$ cat src/sfce_pkg.sv
// Package for the SPI flash command engine: codes, frame plan and bit counts.
package sfce_pkg;

  localparam int unsigned ActW  = 4;
  localparam int unsigned AddrW = 24;
  localparam int unsigned DataW = 8;
  localparam int unsigned OutW  = 40;
  localparam int unsigned InW   = 24;
  localparam int unsigned CntW  = 6;

  localparam int unsigned InTdataW  = 40;
  localparam int unsigned OutTdataW = 32;

  // action codes
  localparam logic [ActW-1:0] ACT_NONE         = 4'd0;
  localparam logic [ActW-1:0] ACT_JEDEC_ID     = 4'd1;
  localparam logic [ActW-1:0] ACT_WREN         = 4'd2;
  localparam logic [ActW-1:0] ACT_WRDI         = 4'd3;
  localparam logic [ActW-1:0] ACT_SECTOR_ERASE = 4'd4;
  localparam logic [ActW-1:0] ACT_PROGRAM      = 4'd5;
  localparam logic [ActW-1:0] ACT_READ         = 4'd6;
  localparam logic [ActW-1:0] ACT_STATUS       = 4'd7;
  localparam logic [ActW-1:0] ACT_CHIP_ERASE   = 4'd8;

  // flash opcodes
  localparam logic [7:0] OPC_JEDEC        = 8'h9F;
  localparam logic [7:0] OPC_WREN         = 8'h06;
  localparam logic [7:0] OPC_WRDI         = 8'h04;
  localparam logic [7:0] OPC_SECTOR_ERASE = 8'h20;
  localparam logic [7:0] OPC_PROGRAM      = 8'h02;
  localparam logic [7:0] OPC_READ         = 8'h03;
  localparam logic [7:0] OPC_STATUS       = 8'h05;
  localparam logic [7:0] OPC_CHIP_ERASE   = 8'h60;

  typedef enum logic [1:0] {
    PH_IDLE      = 2'd0,
    PH_SHIFT_OUT = 2'd1,
    PH_SHIFT_IN  = 2'd2,
    PH_GAP       = 2'd3
  } phase_t;

  typedef enum logic [1:0] {
    FK_NONE = 2'd0,
    FK_WREN = 2'd1,
    FK_WRDI = 2'd2,
    FK_MAIN = 2'd3
  } frame_kind_t;

  // kind of frame number step within the transaction of op
  function automatic frame_kind_t frame_kind(input logic [ActW-1:0] op,
                                             input logic [1:0] step);
    frame_kind_t k;
    k = FK_NONE;
    case (op)
      ACT_JEDEC_ID, ACT_STATUS: if (step == 2'd0) k = FK_MAIN;
      ACT_WREN: if (step == 2'd0) k = FK_WREN;
      ACT_WRDI: if (step == 2'd0) k = FK_WRDI;
      ACT_SECTOR_ERASE, ACT_CHIP_ERASE: begin
        if (step == 2'd0) k = FK_WREN;
        else if (step == 2'd1) k = FK_MAIN;
      end
      ACT_PROGRAM, ACT_READ: begin
        if (step == 2'd0) k = FK_WREN;
        else if (step == 2'd1) k = FK_MAIN;
        else if (step == 2'd2) k = FK_WRDI;
      end
      default: k = FK_NONE;
    endcase
    return k;
  endfunction

  // bits shifted out by the main frame
  function automatic logic [CntW-1:0] main_out_bits(input logic [ActW-1:0] op);
    logic [CntW-1:0] n;
    case (op)
      ACT_JEDEC_ID, ACT_STATUS, ACT_CHIP_ERASE: n = 6'd8;
      ACT_SECTOR_ERASE, ACT_READ:               n = 6'd32;
      ACT_PROGRAM:                              n = 6'd40;
      default:                                  n = 6'd0;
    endcase
    return n;
  endfunction

  // bits read in by the main frame
  function automatic logic [CntW-1:0] main_in_bits(input logic [ActW-1:0] op);
    logic [CntW-1:0] n;
    case (op)
      ACT_JEDEC_ID:         n = 6'd24;
      ACT_READ, ACT_STATUS: n = 6'd8;
      default:              n = 6'd0;
    endcase
    return n;
  endfunction

endpackage

$ cat src/spi_flash_command_engine.sv
// SPI NOR flash command engine: one serial bit slot per request.
//
//  channel | direction | tdata fields (lsb first)                              | tlast
//  in_     | slave     | action[3:0] address[27:4] write_data[35:28] miso[36]  | -
//  out_    | master    | chip_select_n[0] mosi[1] clock_pulse[2]
//          |           | read_value[26:3] busy_res[27]                         | done_res
//
// One request is taken per clock unless the result side stalls; each produces one result
// through the output register. The slot logic is a single pass from the
// state registers and the input request to the next state and the result.
// A request is taken while the output register is empty or being drained,
// so a stall on the result side holds the input side for as long as it lasts.
// Reset (synchronous, rst_n low) returns the engine to idle with no result.
module spi_flash_command_engine (
  input  logic                             clk,
  input  logic                             rst_n,
  input  logic                             in_tvalid,
  output logic                             in_tready,
  // action, address, write_data, miso; zero padded
  input  logic [sfce_pkg::InTdataW-1:0]    in_tdata,
  output logic                             out_tvalid,
  input  logic                             out_tready,
  // chip_select_n, mosi, clock_pulse, read_value, busy_res; zero padded
  output logic [sfce_pkg::OutTdataW-1:0]   out_tdata,
  output logic                             out_tlast
);
  import sfce_pkg::*;

  // request fields
  logic [ActW-1:0]  action;
  logic [AddrW-1:0] address;
  logic [DataW-1:0] write_data;
  logic             miso;

  assign action     = in_tdata[3:0];
  assign address    = in_tdata[27:4];
  assign write_data = in_tdata[35:28];
  assign miso       = in_tdata[36];

  // state
  phase_t          phase_r, phase_nxt;
  logic [ActW-1:0] op_r, op_nxt;
  logic [1:0]      step_r, step_nxt;
  logic [CntW-1:0] cnt_r, cnt_nxt;
  logic [OutW-1:0] osh_r, osh_nxt;
  logic [InW-1:0]  ish_r, ish_nxt;

  // output register
  logic                 out_valid_r;
  logic [OutTdataW-1:0] out_data_r, out_data_nxt;
  logic                 out_last_r, out_last_nxt;

  logic accept;

  // slot decode
  logic            start;
  logic [OutW-1:0] load_val;
  logic [ActW-1:0] cur_op;
  logic [1:0]      cur_step;
  frame_kind_t     kind;
  logic [CntW-1:0] begin_cnt;
  logic [CntW-1:0] cur_cnt;
  logic [OutW-1:0] cur_osh;
  logic [InW-1:0]  cur_ish;
  logic            active_out;
  logic            active_in;
  logic [CntW-1:0] cnt_dec;
  logic            last_bit;
  logic [CntW-1:0] in_bits;
  logic            to_read;
  logic            frame_end;
  logic [1:0]      next_step;
  logic            tx_end;
  logic [InW-1:0]  ish_shift;
  logic [OutW-1:0] osh_shift;
  logic [7:0]      cmd_byte;
  logic [2:0]      cmd_idx;

  // result fields
  logic            res_cs_n;
  logic            res_mosi;
  logic            res_clk;
  logic [InW-1:0]  res_value;
  logic            res_done;
  logic            res_busy;

  assign in_tready = !out_valid_r || out_tready;
  assign accept    = in_tvalid && in_tready;

  always_comb begin
    start = (phase_r == PH_IDLE) && (action >= ACT_JEDEC_ID) && (action <= ACT_CHIP_ERASE);

    unique case (action)
      ACT_JEDEC_ID:     load_val = {OPC_JEDEC, 32'h0};
      ACT_SECTOR_ERASE: load_val = {OPC_SECTOR_ERASE, address, 8'h0};
      ACT_PROGRAM:      load_val = {OPC_PROGRAM, address, write_data};
      ACT_READ:         load_val = {OPC_READ, address, 8'h0};
      ACT_STATUS:       load_val = {OPC_STATUS, 32'h0};
      ACT_CHIP_ERASE:   load_val = {OPC_CHIP_ERASE, 32'h0};
      default:          load_val = '0;
    endcase

    cur_op   = start ? action : op_r;
    cur_step = start ? 2'd0 : step_r;
    kind     = frame_kind(cur_op, cur_step);

    begin_cnt = (kind == FK_MAIN) ? main_out_bits(cur_op) : CntW'(8);
    if (begin_cnt == '0) begin
      begin_cnt = CntW'(8);
    end

    cur_cnt = start ? begin_cnt : cnt_r;
    cur_osh = start ? load_val : osh_r;
    cur_ish = start ? '0 : ish_r;

    active_out = start || (phase_r == PH_SHIFT_OUT);
    active_in  = (phase_r == PH_SHIFT_IN);

    cnt_dec  = (cur_cnt != '0) ? cur_cnt - CntW'(1) : cur_cnt;
    last_bit = (cnt_dec == '0);
    in_bits  = main_in_bits(cur_op);
    to_read  = active_out && last_bit && (kind == FK_MAIN) && (in_bits != '0);

    frame_end = (active_out && last_bit && !to_read) || (active_in && last_bit);
    next_step = cur_step + 2'd1;
    tx_end    = frame_end && (frame_kind(cur_op, next_step) == FK_NONE);

    ish_shift = {cur_ish[InW-2:0], miso};
    osh_shift = (kind == FK_MAIN) ? {cur_osh[OutW-2:0], 1'b0} : cur_osh;

    // WREN/WRDI frames send their opcode from the bit counter
    cmd_byte = (kind == FK_WRDI) ? OPC_WRDI : OPC_WREN;
    cmd_idx  = cur_cnt[2:0] - 3'd1;
  end

  // next state
  always_comb begin
    phase_nxt = phase_r;
    op_nxt    = op_r;
    step_nxt  = step_r;
    cnt_nxt   = cnt_r;
    osh_nxt   = osh_r;
    ish_nxt   = ish_r;

    unique case (phase_r)
      PH_IDLE: begin
        if (start) begin
          phase_nxt = PH_SHIFT_OUT;
          op_nxt    = action;
          step_nxt  = 2'd0;
          ish_nxt   = '0;
          osh_nxt   = osh_shift;
          cnt_nxt   = cnt_dec;
        end
      end
      PH_SHIFT_OUT: begin
        osh_nxt = osh_shift;
        cnt_nxt = cnt_dec;
      end
      PH_SHIFT_IN: begin
        ish_nxt = ish_shift;
        cnt_nxt = cnt_dec;
      end
      PH_GAP: begin
        phase_nxt = PH_SHIFT_OUT;
        cnt_nxt   = begin_cnt;
      end
      default: phase_nxt = PH_IDLE;
    endcase

    if (to_read) begin
      phase_nxt = PH_SHIFT_IN;
      cnt_nxt   = in_bits;
    end

    if (frame_end) begin
      if (tx_end) begin
        phase_nxt = PH_IDLE;
        op_nxt    = ACT_NONE;
        step_nxt  = 2'd0;
        cnt_nxt   = '0;
        osh_nxt   = '0;
      end else begin
        phase_nxt = PH_GAP;
        step_nxt  = next_step;
      end
    end
  end

  // slot outputs
  always_comb begin
    res_cs_n  = !(active_out || active_in);
    res_clk   = active_out || active_in;
    res_busy  = active_out || active_in || (phase_r == PH_GAP);
    res_mosi  = 1'b0;
    if (active_out) begin
      res_mosi = (kind == FK_MAIN) ? cur_osh[OutW-1] : cmd_byte[cmd_idx];
    end
    res_done  = tx_end;
    res_value = '0;
    if (tx_end) begin
      res_value = active_in ? ish_shift : cur_ish;
    end

    out_data_nxt = {4'h0, res_busy, res_value, res_clk, res_mosi, res_cs_n};
    out_last_nxt = res_done;
  end

  always_ff @(posedge clk) begin
    if (!rst_n) begin
      phase_r     <= PH_IDLE;
      op_r        <= ACT_NONE;
      step_r      <= 2'd0;
      cnt_r       <= '0;
      osh_r       <= '0;
      ish_r       <= '0;
      out_valid_r <= 1'b0;
    end else begin
      if (accept) begin
        phase_r <= phase_nxt;
        op_r    <= op_nxt;
        step_r  <= step_nxt;
        cnt_r   <= cnt_nxt;
        osh_r   <= osh_nxt;
        ish_r   <= ish_nxt;
      end
      if (accept) begin
        out_valid_r <= 1'b1;
      end else if (out_tready) begin
        out_valid_r <= 1'b0;
      end
    end
  end

  always_ff @(posedge clk) begin
    if (accept) begin
      out_data_r <= out_data_nxt;
      out_last_r <= out_last_nxt;
    end
  end

  assign out_tvalid = out_valid_r;
  assign out_tdata  = out_data_r;
  assign out_tlast  = out_last_r;

endmodule
$ cat config.mk
export PLATFORM = sky130hd
export DESIGN_NAME = spi_flash_command_engine
export DESIGN_NICKNAME = d
export VERILOG_FILES = /design/src/sfce_pkg.sv /design/src/spi_flash_command_engine.sv
export SDC_FILE = /design/constraint.sdc
export NUM_CORES = 1
export LEC_CHECK = 0
export ABC_AREA = 1
export BUFFER_PORTS_ARGS = -buffer_cell sky130_fd_sc_hd__buf_2
export CORE_ASPECT_RATIO = 1.5
export CORE_MARGIN = 2
export CORE_UTILIZATION = 56
export DETAILED_ROUTE_END_ITERATION = 10
export HOLD_SLACK_MARGIN = 0.12
export MAX_ROUTING_LAYER = met4
export PLACE_DENSITY = 0.74
export SYNTH_ARGS = -nofsm -noshare
export SYNTH_HDL_FRONTEND = slang
export SYNTH_SLANG_ARGS = --single-unit
$ cat constraint.sdc
create_clock -name clk -period 6.93 [get_ports clk]
set_input_delay 0.3465 -clock clk [delete_from_list [all_inputs] [get_ports clk]]
set_output_delay 0.3465 -clock clk [all_outputs]
set_load 0.03 [all_outputs]
# Word level (Yosys, flattened, before mapping)
# Cells that the tools add are included.
op_classes:
  n_addsub: 3
  mul: 0
  div_mod_pow: 0
  n_lt_le_gt_ge: 3
  eq_ne: 24
  shift: 0
  muxes: 58
  bitwise: 0
  n_reduce_logical: 39
ops:
  columns: ["cell", "count"]
  rows:
  - ["40-bit case mux with 6 select lines", 1]
  - ["40-bit 2-to-1 mux", 5]
  - ["40-bit case mux with 2 select lines", 1]
  - ["24-bit 2-to-1 mux", 2]
  - ["6-bit 2-to-1 mux", 8]
  - ["24-bit case mux with 2 select lines", 1]
  - ["2-bit 2-to-1 mux", 23]
  - ["6-bit case mux with 3 select lines", 2]
  - ["4-bit by 3-bit equality test with 1-bit output (second input constant)", 8]
  - ["2-bit case mux with 5 select lines", 2]
  - ["4-bit 2-to-1 mux", 4]
  - ["2-bit equality test (second input constant)", 6]
  - ["6-bit logical NOT", 2]
  - ["6-bit nonzero test", 2]
  - ["2-bit OR reduction", 6]
  - ["5-bit case mux with 2 select lines", 1]
  - ["1-bit logical AND", 9]
  - ["4-bit by 1-bit equality test with 1-bit output (second input constant)", 2]
  - ["4-bit by 2-bit equality test with 1-bit output (second input constant)", 2]
  - ["4-bit equality test (second input constant)", 2]
  - ["2-bit logical NOT", 4]
  - ["2-bit by 1-bit equality test with 1-bit output (second input constant)", 3]
  - ["1-bit 2-to-1 mux", 6]
  - ["2-bit nonzero test", 3]
  - ["other kinds (15)", 22]
word_totals:
  ff_bits: 108
  latchBits: 0
  ram_bits: 0
  mem_bits_ro: 0
  in_bits: 44
  wordCells: 138
  n_memories: 0

# Depth between registers and ports, before layout
depth:
  depth_word: 26
  ltp_mapped: 32
  ltp_nobuf: 28

# Least setup slack after synthesis
# Ideal clock, no wire load.
synth_timing:
  kind: "register -> register"
  startpoint: "register phase_r[0]"
  endpoint: "register osh_r[33]"
  arrival_time_ns: 3.868
  t_required_ns: 6.758
  setup_slack_ns: 2.890
  stages_incl_launch_ff: 30
  path_buffers: 6
  period_less_slack_ns: 4.040
  cell_sequence: "dfxtp_1 -> inv_1 -> ha_1 -> inv_2 -> a21oi_4 -> nand2_2 -> buf_6 -> inv_2 -> clkbuf_1 -> clkbuf_1 -> clkbuf_1 -> nor2_1 -> inv_1 -> ha_1 -> nand4_1 -> nand2_1 -> inv_1 -> nand2_2 -> nand4_1 -> nand3_1 -> nor2_1 -> nand2_1 -> nand2_2 -> nand2_1 -> nor2_2 -> nand4_2 -> buf_6 -> buf_6 -> o211ai_2 -> a21oi_1"
synth_between:
  elab_chain_len: 26
  word_cells_on_any_way: 74
synth_rtl:
  columns: ["element", "line", "rtl"]
  rows:
  - ["from (decl)", "spi_flash_command_engine.sv:41", "phase_t phase_r, phase_nxt;"]
  - ["from (signal assigned)", "spi_flash_command_engine.sv:220", "phase_r <= phase_nxt;"]
  - ["2-bit logical NOT", "spi_flash_command_engine.sv:91, spi_flash_command_engine.sv:145", null]
  - ["1-bit logical AND (2 in series)", "spi_flash_command_engine.sv:91", "start = (phase_r == PH_IDLE) && (action >= ACT_JEDEC_ID) && (action <= ACT_CHIP_ERASE);"]
  - ["2-bit 2-to-1 mux", null, null]
  - ["2-bit equality test", "sfce_pkg.sv:65", "else if (step == 2'd2) k = FK_WRDI;"]
  - ["2-bit 2-to-1 mux", "sfce_pkg.sv:65", null]
  - ["2-bit 2-to-1 mux", "sfce_pkg.sv:64", "else if (step == 2'd1) k = FK_MAIN;"]
  - ["2-bit 2-to-1 mux", "sfce_pkg.sv:63", "if (step == 2'd0) k = FK_WREN;"]
  - ["2-bit case mux with 5 select lines", "sfce_pkg.sv:54", "case (op)"]
  - ["(+8 left out)", null, null]
  - ["1-bit logical AND", "spi_flash_command_engine.sv:122, spi_flash_command_engine.sv:124", null]
  - ["1-bit logical AND (2 in series)", "spi_flash_command_engine.sv:122", "to_read = active_out && last_bit && (kind == FK_MAIN) && (in_bits != '0);"]
  - ["1-bit logical NOT", "spi_flash_command_engine.sv:124", "frame_end = (active_out && last_bit && !to_read) || (active_in && last_bit);"]
  - ["1-bit logical AND", "spi_flash_command_engine.sv:124", null]
  - ["1-bit logical OR", "spi_flash_command_engine.sv:124", null]
  - ["1-bit logical AND", "spi_flash_command_engine.sv:126", "tx_end = frame_end && (frame_kind(cur_op, next_step) == FK_NONE);"]
  - ["40-bit 2-to-1 mux", "spi_flash_command_engine.sv:177", "if (tx_end) begin"]
  - ["40-bit 2-to-1 mux (*)", "spi_flash_command_engine.sv:176", "if (frame_end) begin"]
  - ["to (signal assigned)", "spi_flash_command_engine.sv:224", "osh_r <= osh_nxt;"]
  - ["to (decl)", "spi_flash_command_engine.sv:45", "logic [OutW-1:0] osh_r, osh_nxt;"]
# Mark *: on every way between the ends. The rest lies on a longest branch, timed or not.
# A chain may end at the register's enable or synchronous reset.

# Worst setup path in the final report
layout_timing:
  startpoint: "register phase_r[0]"
  endpoint: "register osh_r[9]"
# Same word-level chain as after synthesis.

==> summary.txt <==
Outcome
  • Status: finished clean

Place
  • Cell count after placement: 1244
  • GPL Wtd Cong: 0.980
  • DP Area: 7690 um^2
  • Dpl hpwl: 11200 um
  • Worst slack after detailed placement: 2.29 ns
  • Port Buffers: 71

Yosys
  • EDFF count, synth: 29
  • Post-synthesis cell type count: 38
  • Synth Warn #: 0
  • Yosys reg bits: 108
  • Leading post-synthesis cells by cell area: dfxtp_1 (21%), edfxtp_1 (12%), nand2_1 (11%), a21oi_1 (7.7%), o211ai_1 (7.1%)
  • Mean Syn Cell Area: 6.81 um^2
  • Fraction of registers with async set/reset: 0%
  • Post-synth top cells: nand2_1 (209), a21oi_1 (114), nor2_1 (98)
  • Post-synthesis sequential area ratio: 33.1%
  • Synth area leader: dfxtp_1
  • Synthesized cell area: 7420 um^2
  • Synth Flop Type: dfxtp_1
  • Most frequent cell after synthesis: nand2_1
  • Synth top area share: 21.3%
  • Syn Inst Count: 1089

Cells and area
  • Fin nets: 1150
  • Cell area after layout: 8010 um^2
  • Layout Utilization: 61.9%
  • Non-filler cells, final: 1260
  • Layout fillers: 1252
  • Sequential cell area: 2450 um^2
  • P&R area growth vs syn: 8.01%
  • Multi-input combinational cell area: 4360 um^2
  • Diode count: 0
  • Layout cell share with drive strength beyond 1: 16.6%

Floorplan
  • I/O Pins: 79
  • Die Height: 145 um
  • Die Width: 98.0 um
  • # rows: 51
  • Die ar.: 14200 um^2
  • Placeable Area: 13000 um^2
  • Starting density of the core: 57.3%

Power
  • PD cells: 340 nW/um^2
  • Total power draw: 2.73 mW
  • P_leak: 3.27 nW
  • Max IR drop VDD: 162 uV

Setup path
  • CP max FO: 43
  • CP Data Required Time: 7.14 ns
  • Critical Path AT: 4.82 ns
  • Worst Setup End Kind: flop
  • Buffers & Inverters on Critical Path: 5
  • Most used cell along the critical path: nand2_1
  • Startpoint Class: flop
  • Family with the most delay on the worst path: simple AND/OR/NAND/NOR gates
  • CP Class: flop to flop
  • Max stage delay on crit path: 0.57 ns
  • Crit-path slowest cell: nand4_4

GRT
  • Initial antenna violation count: 0
  • Largest net degree at the start of global routing: 99
  • Total Routing Usage GR: 26.1%
  • Gr ovfl total: 0
  • Vias in the first global route: 6883
  • First-pass GRT wire length: 30800 um

Detailed routing
  • Routed via count: 7433
  • DR WL/cell: 14.5 um
  • DRC errors left: 0
  • 1st-iter DRT viols: 348
  • Final WL: 18200 um
  • Detailed Routing Iterations Pass 1: 5
  • DR vias/cell: 5.90
  • Antenna-violating nets left: 0

STA
  • Post-layout min period: 4.61 ns
  • Final setup vio count: 0
  • Worst-margin pin slew: 0.968 ns
  • Min setup slack post-route: 2.32 ns
  • Max Fclk: 217 MHz
  • Part of the cycle the worst path needs: 66.5%
  • Final Max Tran Viols: 0
  • Worst rel slew slack: 35.4%
  • Setup Skew: 0.0183 ns
  • Fin Hold WS: 0.296 ns
  • Setup_tns: 0 ns
  • Hold Vio Cnt, Final: 0
  • RSZ-0062 raised after global routing: false

Clock network
  • Skew-Pair Late Insertion Delay: 0.37 ns
  • Clock Pin Slew Worst Setup and Hold Paths: 0.08 ns
  • CTS tree: yes
  • H-tree levels: 3
  • Post-CTS Resized: 0
  • Bufs on Longest Clock Path: 2
  • CTS Sinks: 108
  • Setup bufs post-CTS: 0
  • CTS root buf: clkbuf_16
  • Hold Buf Count CTS: 0
  • Num CTS Buffers: 9

Min path
  • Type of the worst min-delay path: input pin to flop

Job
  • Number of max-cap violations: 0
## cell families (layout without fill, tap and decap cells)
kind of cell	after synthesis	in the layout	share of synthesized area, %
other cells	1	4	0.0506
xor+xnor	1	1	0.118
buf+inv	153	162	8.57
fa+ha+maj	10	10	1.69
compound gates	349	349	28.5
flops	108	108	33.1
simple gates	467	467	28.0
## state kept, by name, summed over array words and instances (netlist names)
register / count
op_r: 4
step_r: 2
out_tdata: 28
osh_r: 40
phase_r: 2
out_tlast: 1
out_tvalid: 1
ish_r: 24
cnt_r: 6
## cells in the final DEF (no fill, tap or decap), types with 7 or more instances in the layout
cell type / count
inv_1: 55
nand3_1: 65
nor3_1: 22
a31oi_1: 55
or2_2: 38
a21oi_1: 113
nand2_1: 208
nor2_2: 7
o21ai_0: 89
clkbuf_16: 9
buf_2: 71
o211ai_2: 10
dfxtp_1: 79
ha_1: 10
edfxtp_1: 29
nand2_2: 12
buf_4: 12
o211ai_1: 70
nand4_1: 10
nor2_1: 97
## power by group
| part | switching, mW | total (mW) | internal, mW |
|---|---|---|---|
| clock network | 0.280 | 0.542 | 0.261 |
| registers | 0.0617 | 0.805 | 0.743 |
| logic | 0.883 | 1.38 | 0.499 |
## metal layers
layer	up-vias	global-route usage (%)	wire length, um
li1	3801	-	-
met1	3428	29.6	7850
met2	177	47.5	9360
met3	27	2.99	732
met4	0	8.13	275
met5	-	-	0
## layout make-up
type / count / share of cell area, %
sequential: 108 / 30.6
timing repair buffer: 83 / 5.56
tap: 159 / 2.48
clock buffer: 9 / 2.81
clock inverter: 7 / 1.17
inverter: 63 / 2.97
multi-input combinational: 831 / 54.4
## worst reg2reg max path, stage by stage (launching register included)
cell      delay (ns)
dfxtp_1         0.37
inv_1           0.09
ha_1            0.22
inv_2           0.26
a21oi_4         0.09
nand2_2         0.13
buf_4           0.37
nand2_1         0.09
nand2_1         0.15
nand2_1         0.08
nand2_1         0.10
nand3_1         0.08
nand2_1         0.06
inv_1           0.05
nand2_2         0.09
nand3_2         0.09
nand2_2         0.13
nand2_2         0.09
nor2_4          0.12
nand2_4         0.09
nand2_1         0.11
nand2_1         0.07
nor2_2          0.21
nand4_4         0.57
buf_4           0.53
o211ai_1        0.15
a21oi_1         0.09
## path summary, 6_finish.rpt
path | cells past startpoint | slack [ns] | endpoint | startpoint
worst max-delay path | 26 | 2.32 | osh_r[9]$_SDFFE_PN0P_ | phase_r[0]$_SDFFE_PN0P_
worst min-delay path | 4 | 0.30 | out_tvalid$_SDFFE_PN0P_ | out_tready
worst max register to register | 26 | 2.32 | osh_r[9]$_SDFFE_PN0P_ | phase_r[0]$_SDFFE_PN0P_
worst min register to register | 2 | 0.47 | cnt_r[0]$_SDFFE_PN0P_ | cnt_r[0]$_SDFFE_PN0P_
Power figures use the tool's default switching activity.
